### config.mk
export PLATFORM = sky130hd
export DESIGN_NAME = met_clear_seq
export DESIGN_NICKNAME = d
export VERILOG_FILES = /design/src/design/met_pkg.sv /design/src/design/met_clear_seq.sv
export SDC_FILE = /design/constraint.sdc
export NUM_CORES = 1
export LEC_CHECK = 0
export BUFFER_PORTS_ARGS = -buffer_cell sky130_fd_sc_hd__buf_2
export CORE_MARGIN = 1
export CORE_UTILIZATION = 55
export CTS_BUF_LIST = sky130_fd_sc_hd__clkbuf_4
export CTS_CLUSTER_DIAMETER = 30
export CTS_CLUSTER_SIZE = 25
export DETAILED_ROUTE_END_ITERATION = 10
export PLACE_DENSITY = 0.83
export SLEW_MARGIN = 0
export SYNTH_ARGS = -nofsm -noshare
export SYNTH_HDL_FRONTEND = slang
export SYNTH_SLANG_ARGS = --single-unit
export TNS_END_PERCENT = 100
### constraint.sdc
create_clock -name clk -period 2 [get_ports clk]
set_input_delay 0.3 -clock clk [delete_from_list [all_inputs] [get_ports clk]]
set_output_delay 0.3 -clock clk [all_outputs]
set_load 0.03 [all_outputs]
### src/design/met_pkg.sv
// ----------------------------------------------------------------------------
// met_pkg
// shared types and constants of the equal time stamp counter
// ----------------------------------------------------------------------------
package met_pkg;

	// slot store geometry: one slot per hour and minute of the day
	localparam int SLOT_HOURS   = 24;
	localparam int SLOT_MINUTES = 60;
	localparam int SLOT_DEPTH   = SLOT_HOURS * SLOT_MINUTES;
	localparam int SLOT_AW      = $clog2(SLOT_DEPTH);

	// field widths
	localparam int HOUR_W   = 5;
	localparam int MINUTE_W = 6;
	localparam int CNT_W    = 10;
	localparam int IN_DW    = 16;
	localparam int OUT_DW   = 16;

	// batch epoch tag kept beside each count, tag zero marks a cleared slot
	localparam int EPOCH_W = 8;
	localparam logic [EPOCH_W-1:0] EPOCH_CLEAR = '0;
	localparam logic [EPOCH_W-1:0] EPOCH_FIRST = EPOCH_W'(1);
	localparam logic [EPOCH_W-1:0] EPOCH_LAST  = '1;

	localparam int COUNT_LIMIT_DEF = 1023;

	typedef struct packed {
		logic [EPOCH_W-1:0] tag;
		logic [CNT_W-1:0]   cnt;
	} slot_word_t;

	localparam int WORD_W = $bits(slot_word_t);

	// status of the clearing sequencer towards the pipeline
	typedef struct packed {
		logic               busy;
		logic               due;
		logic [SLOT_AW-1:0] addr;
		logic [EPOCH_W-1:0] epoch;
	} sweep_t;

endpackage

### src/design/met_clear_seq.sv
// ----------------------------------------------------------------------------
// met_clear_seq
// batch epoch counter and slot store clearing sweep
// ----------------------------------------------------------------------------
module met_clear_seq (
	input  logic            clk,
	input  logic            arst_n,
	input  logic            batch_done,
	output met_pkg::sweep_t sweep
);
	import met_pkg::*;

	logic               busy_q;
	logic [SLOT_AW-1:0] addr_q;
	logic [EPOCH_W-1:0] epoch_q;
	logic               sweep_end;

	assign sweep_end = busy_q && (addr_q == SLOT_AW'(SLOT_DEPTH - 1));

	// sweep after reset and whenever the epoch tags run out
	always_ff @(posedge clk or negedge arst_n) begin
		if (!arst_n) begin
			busy_q  <= 1'b1;
			addr_q  <= '0;
			epoch_q <= EPOCH_FIRST;
		end else if (busy_q) begin
			addr_q <= addr_q + SLOT_AW'(1);
			if (sweep_end) begin
				busy_q  <= 1'b0;
				epoch_q <= EPOCH_FIRST;
			end
		end else if (batch_done) begin
			if (epoch_q == EPOCH_LAST) begin
				busy_q <= 1'b1;
				addr_q <= '0;
			end else begin
				epoch_q <= epoch_q + EPOCH_W'(1);
			end
		end
	end

	assign sweep.busy  = busy_q;
	assign sweep.due   = (epoch_q == EPOCH_LAST);
	assign sweep.addr  = addr_q;
	assign sweep.epoch = epoch_q;

	// the live epoch never takes the cleared tag
	a_epoch_live: assert property (@(posedge clk) disable iff (!arst_n)
		epoch_q != EPOCH_CLEAR)
		else $error("epoch equals cleared tag");

	// sweep address stays inside the store
	a_addr_range: assert property (@(posedge clk) disable iff (!arst_n)
		busy_q |-> (addr_q < SLOT_AW'(SLOT_DEPTH)))
		else $error("sweep address out of range");

	// sweep ends after the final slot and restarts the epochs
	a_sweep_end: assert property (@(posedge clk) disable iff (!arst_n)
		sweep_end |=> (!busy_q && epoch_q == EPOCH_FIRST))
		else $error("sweep did not end");

endmodule

# ---- After elaboration in Yosys (flattened, before gate mapping)
# Index checks and enable logic that the tools add are counted.
dict set report word_totals {
  regBits 20
  out_inout_bits 21
}
dict set report op_classes {
  n_addsub 2
  eq_ne 4
  muxes 11
  n_reduce_logical 5
}
# op n
set op_table {}
lappend op_table {{$mux 11} 3}
lappend op_table {{$mux 8} 4}
lappend op_table {{$add 11x1->11 const B} 1}
lappend op_table {{$eq 11x11->1 const B} 1}
lappend op_table {{$add 8x1->8 const B} 1}
lappend op_table {{$eq 8x8->1 const B} 1}
lappend op_table {{$mux 1} 4}
lappend op_table {{$ne 2x1->1 const B} 2}
lappend op_table {{$reduce_bool 2->1} 2}
lappend op_table {{$reduce_and 3->1} 1}
lappend op_table {{$reduce_and 2->1} 1}
lappend op_table {{$logic_and 1x1->1} 1}

# ---- Longest topological paths before layout
dict set report logic_depth {
  depth_word 4
  mapped_depth 6
  mapped_depth_nobuf 5
}

# ---- Least setup slack after synthesis
# No wires, ideal clock.
dict set report synth_timing {
  path_type {register to register}
  start {register epoch_q[0]}
  end {register addr_q[5]}
  setup_ps 141
  arrival_time_ps 1595
  t_required_ps 1859
  setup_slack_ps 264
  path_stages_with_launch 7
  n_path_buf 1
  synth_period_minus_slack_ps 1736
  path_cell_list {dfstp_2 > ha_1 > and4_1 > a21oi_1 > buf_4 > o21ai_1 > o41ai_1}
}
dict set report synth_between {
  elab_chain_cells 3
}
# element line_no
set synth_lines {}
lappend synth_lines {{from (decl)} met_clear_seq.sv:15} ;# logic [EPOCH_W-1:0] epoch_q;
lappend synth_lines {{from (signal assigned)} met_clear_seq.sv:37} ;# epoch_q <= epoch_q + EPOCH_W'(1);
lappend synth_lines {{$eq 8x8->1} met_clear_seq.sv:33} ;# if (epoch_q == EPOCH_LAST) begin
lappend synth_lines {{$reduce_bool 2->1 (no source line)} --}
lappend synth_lines {{$reduce_and 2->1 (no source line)} --}
lappend synth_lines {{to (signal assigned)} met_clear_seq.sv:27} ;# addr_q <= addr_q + SLOT_AW'(1);
lappend synth_lines {{to (decl)} met_clear_seq.sv:14} ;# logic [SLOT_AW-1:0] addr_q;
# No other way between the ends.
# A chain may end at the register's enable or synchronous reset.

==> impl_metrics.yaml <==
worst_setup_path:
  cp-start-kind: "flip-flop"
  criticalPathCategory: "flip-flop to primary output"
  slowest_stage: "dfstp_2"
  critPathMaxFanout: 6
  startpoint: "epoch_q[0]$_DFFE_PN1P_"
  endpoint_kind: "primary output"
  r2r_start: "epoch_q[1]$_DFFE_PN0P_"
  path_cells: "ha_1 -> nand4_4 -> inv_1 -> buf_2"
  arrival_ns: 1.54
  slowest_delay_ns: 0.59
  critPathRequiredTime_ns: 1.70
pwr:
  p_clk_share_pct: 18.2
  switching_share_pct: 38.6
  p_comb_share_pct: 29.7
  power.internal_w: 0.000657
  peakVddDrop_mv: 0.412
  p_sw_w: 0.000412
  p_leak_nw: 0.579
  power_density_nw_per_um2: 845
  pwr-share-seq_pct: 52.1
  power.total_w: 0.00107
clock_tree:
  cts_tree: "done"
  worstSkewPairLatency_ns: 0.29
  cts.sinks: 20
  clk_pin_slew_ns: 0.12
  cts_made_buffers: 3
  cts_buffer_depth: 2
  postCtsSetupBuffers: 0
  cts-root-buf: "clkbuf_4"
  htree_levels: 1
routing:
  vias: 953
  drt_wl_total_um: 2260
  drt_iter0_drc: 14
  post_drt_wl_per_cell_um: 14.1
  drc_errors: 0
  vias_per_cell: 5.92
  dr.pass1.iters: 4
  ant_nets: 0
sta:
  finalWorstSetupSlack_ns: 0.156
  fmax_mhz: 542
  finalCritPeriodShare_pct: 92.2
  hold_viol: 0
  fin_skew_ns: 0.00813
  maxSlewViolCount: 0
  setup_viol: 0
  slew_headroom_pct: 66.5
  fin_tns_setup_ns: 0
  min_period_ns: 1.84
  tightest_slew_ns: 0.502
  rsz0062_at_grt: "no"
global_routing:
  grt_pass1_wl_um: 3480
  grt.busiest_layer: "met2"
  grt_remaining_overflow: 0
  grt_pass1_vias: 803
  grtUsageMet3_pct: 4.71
  grt_max_degree: 21
  grt_use_met1_pct: 26.8
  grtUsageTotal_pct: 23.1
  antenna_found_initial: 0
  met2_usage_pct: 40.6
placed_design:
  dp_slack_ns: 0.0655
  dp_hpwl_um: 1600
  routabilityCongestion: 0.826
  io_buffers: 23
layout:
  layout_commonest_cell: "buf_2"
  diodes: 0
  drive_gt1_share_pct: 25.0
  finalNetCount: 142
  layout_common_cells: "23 x buf_2, 18 x dfrtp_1, 12 x nand2_1"
  area_growth_pct: 15.7
synth:
  synth_seq_cells: 20
  syn_area_um2: 1090
  syn_inst: 111
  seq_area_frac_synth_pct: 46.0
  synth_area_leaders: "dfrtp_1 41%, a22o_1 5.6%, dfstp_2 4.8%, nand2_1 4.1%, xor2_1 4.0%"
  synth_top_area_share_pct: 41.2
  syn_avg_cell_area_um2: 9.85
  synth_top_area_cell: "dfrtp_1"
  synth_cell_types: 32
  yosys_warnings: 0
  syn-num-nets: 116
hold_path:
  hp-class: "input port to flip-flop"
  worstHoldStart: "batch_done"
floorplan:
  die_area_um2: 2170
  die_h_um: 46.6
  start_util_pct: 60.7
  die_w_um: 46.6
  core_um2: 1800
  rows: 15
  ios: 24
job:
  cap_violations: 0
outcome:
  outcome: "completed"
==> worst paths after layout <==
kind / depth (start not counted) / end / slack, ns
worst max-delay path: 4 / sweep[19] / 0.16
worst min-delay path: 4 / epoch_q[0]$_DFFE_PN1P_ / 0.39
worst max register to register: 5 / addr_q[2]$_DFFE_PN0P_ / 0.30
worst min register to register: 2 / epoch_q[0]$_DFFE_PN1P_ / 0.51
max in group asynchronous: 2 / busy_q$_DFF_PN1_ / 1.19
min in group asynchronous: 2 / epoch_q[4]$_DFFE_PN0P_ / 0.46
==> registers in the layout (all words and copies together) (netlist names) <==
signal,cells
busy_q,1
addr_q,11
epoch_q,8
==> layer usage <==
metal | part of all wire [%] | vias up
met4 | 1.5 | 0
li1 | - | 459
met5 | 0 | -
met2 | 54 | 18
met1 | 42 | 472
met3 | 2.3 | 4
==> timing repair <==
action	CTS	global route
endpoints found under the hold margin	18	0
hold buffers	1	0
gates resized for setup	0	1
endpoints found under the setup margin	0	11
==> final cells by class <==
type,instances,area (um2)
Clock buffer,3,22.5
Clock inverter,1,3.75
Fill cell,154,537
Inverter,4,15.0
Multi-Input combinational cell,82,549
Sequential cell,20,503
Tap cell,25,31.3
Timing Repair Buffer,26,140
==> kinds of logic (layout without fill, tap and decap cells) <==
group                      count (synthesis)  in the layout  synth area share [%]
buffers and inverters                      9             34                  4.12
adders and majority gates                  2              2                  2.29
DFF                                       20             20                  46.0
xor gates and xnor gates                   9              9                  7.21
and+or+nand+nor                           38             38                  20.4
AOI/OAI and AO/OA                         33             33                  20.0
==> worst max-delay path: cells and delay by family (launching register included) <==
kind,cells,cell delay (ns)
simple gates,1,0.16
flops,1,0.59
fa+ha+maj,1,0.24
buf+inv,2,0.27
==> Yosys cell counts (all sizes together) <==
cell,instances
o22ai,1
nor2,4
nor3,2
nor3b,1
and2,2
dfstp,2
buf,3
o41ai,1
clkinv,1
a2bb2oi,1
ha,2
xor2,5
and3,2
nand4,5
o2bb2ai,1
dfrtp,18
inv,3
a22o,7
and4,4
o21ai,13
nand2,12
xnor2,4
and4b,1
clkbuf,2
a31oi,3
nand3,4
a21oi,6
nor2b,1
==> power groups by stage <==
stage,registers (W),logic [W],clock network [W]
final,0.000557,0.000317,0.000194
after CTS,0.000559,0.000320,0.000199
after global placement,0.000557,0.000309,0
after detailed placement,0.000567,0.000318,0
after global routing,0.000570,0.000347,0.000218
after floorplan,0.000656,0.000125,0
==> through the flow <==
| stage | utilization [%] | cells | area (um2) | hold slack, ns |
|---|---|---|---|---|
| finish | 70.2 | 161 | 1260 | 0.391 |
| global route | 70.2 | 161 | 1260 | 0.402 |
| floorplan | - | 111 | 1090 | 0.00441 |
| detailed placement | 68.0 | 156 | 1220 | 0.267 |
| global placement | 68.0 | 156 | 1220 | 0.268 |
| CTS | 70.0 | 161 | 1260 | 0.381 |
Power figures use the tool's default switching activity.
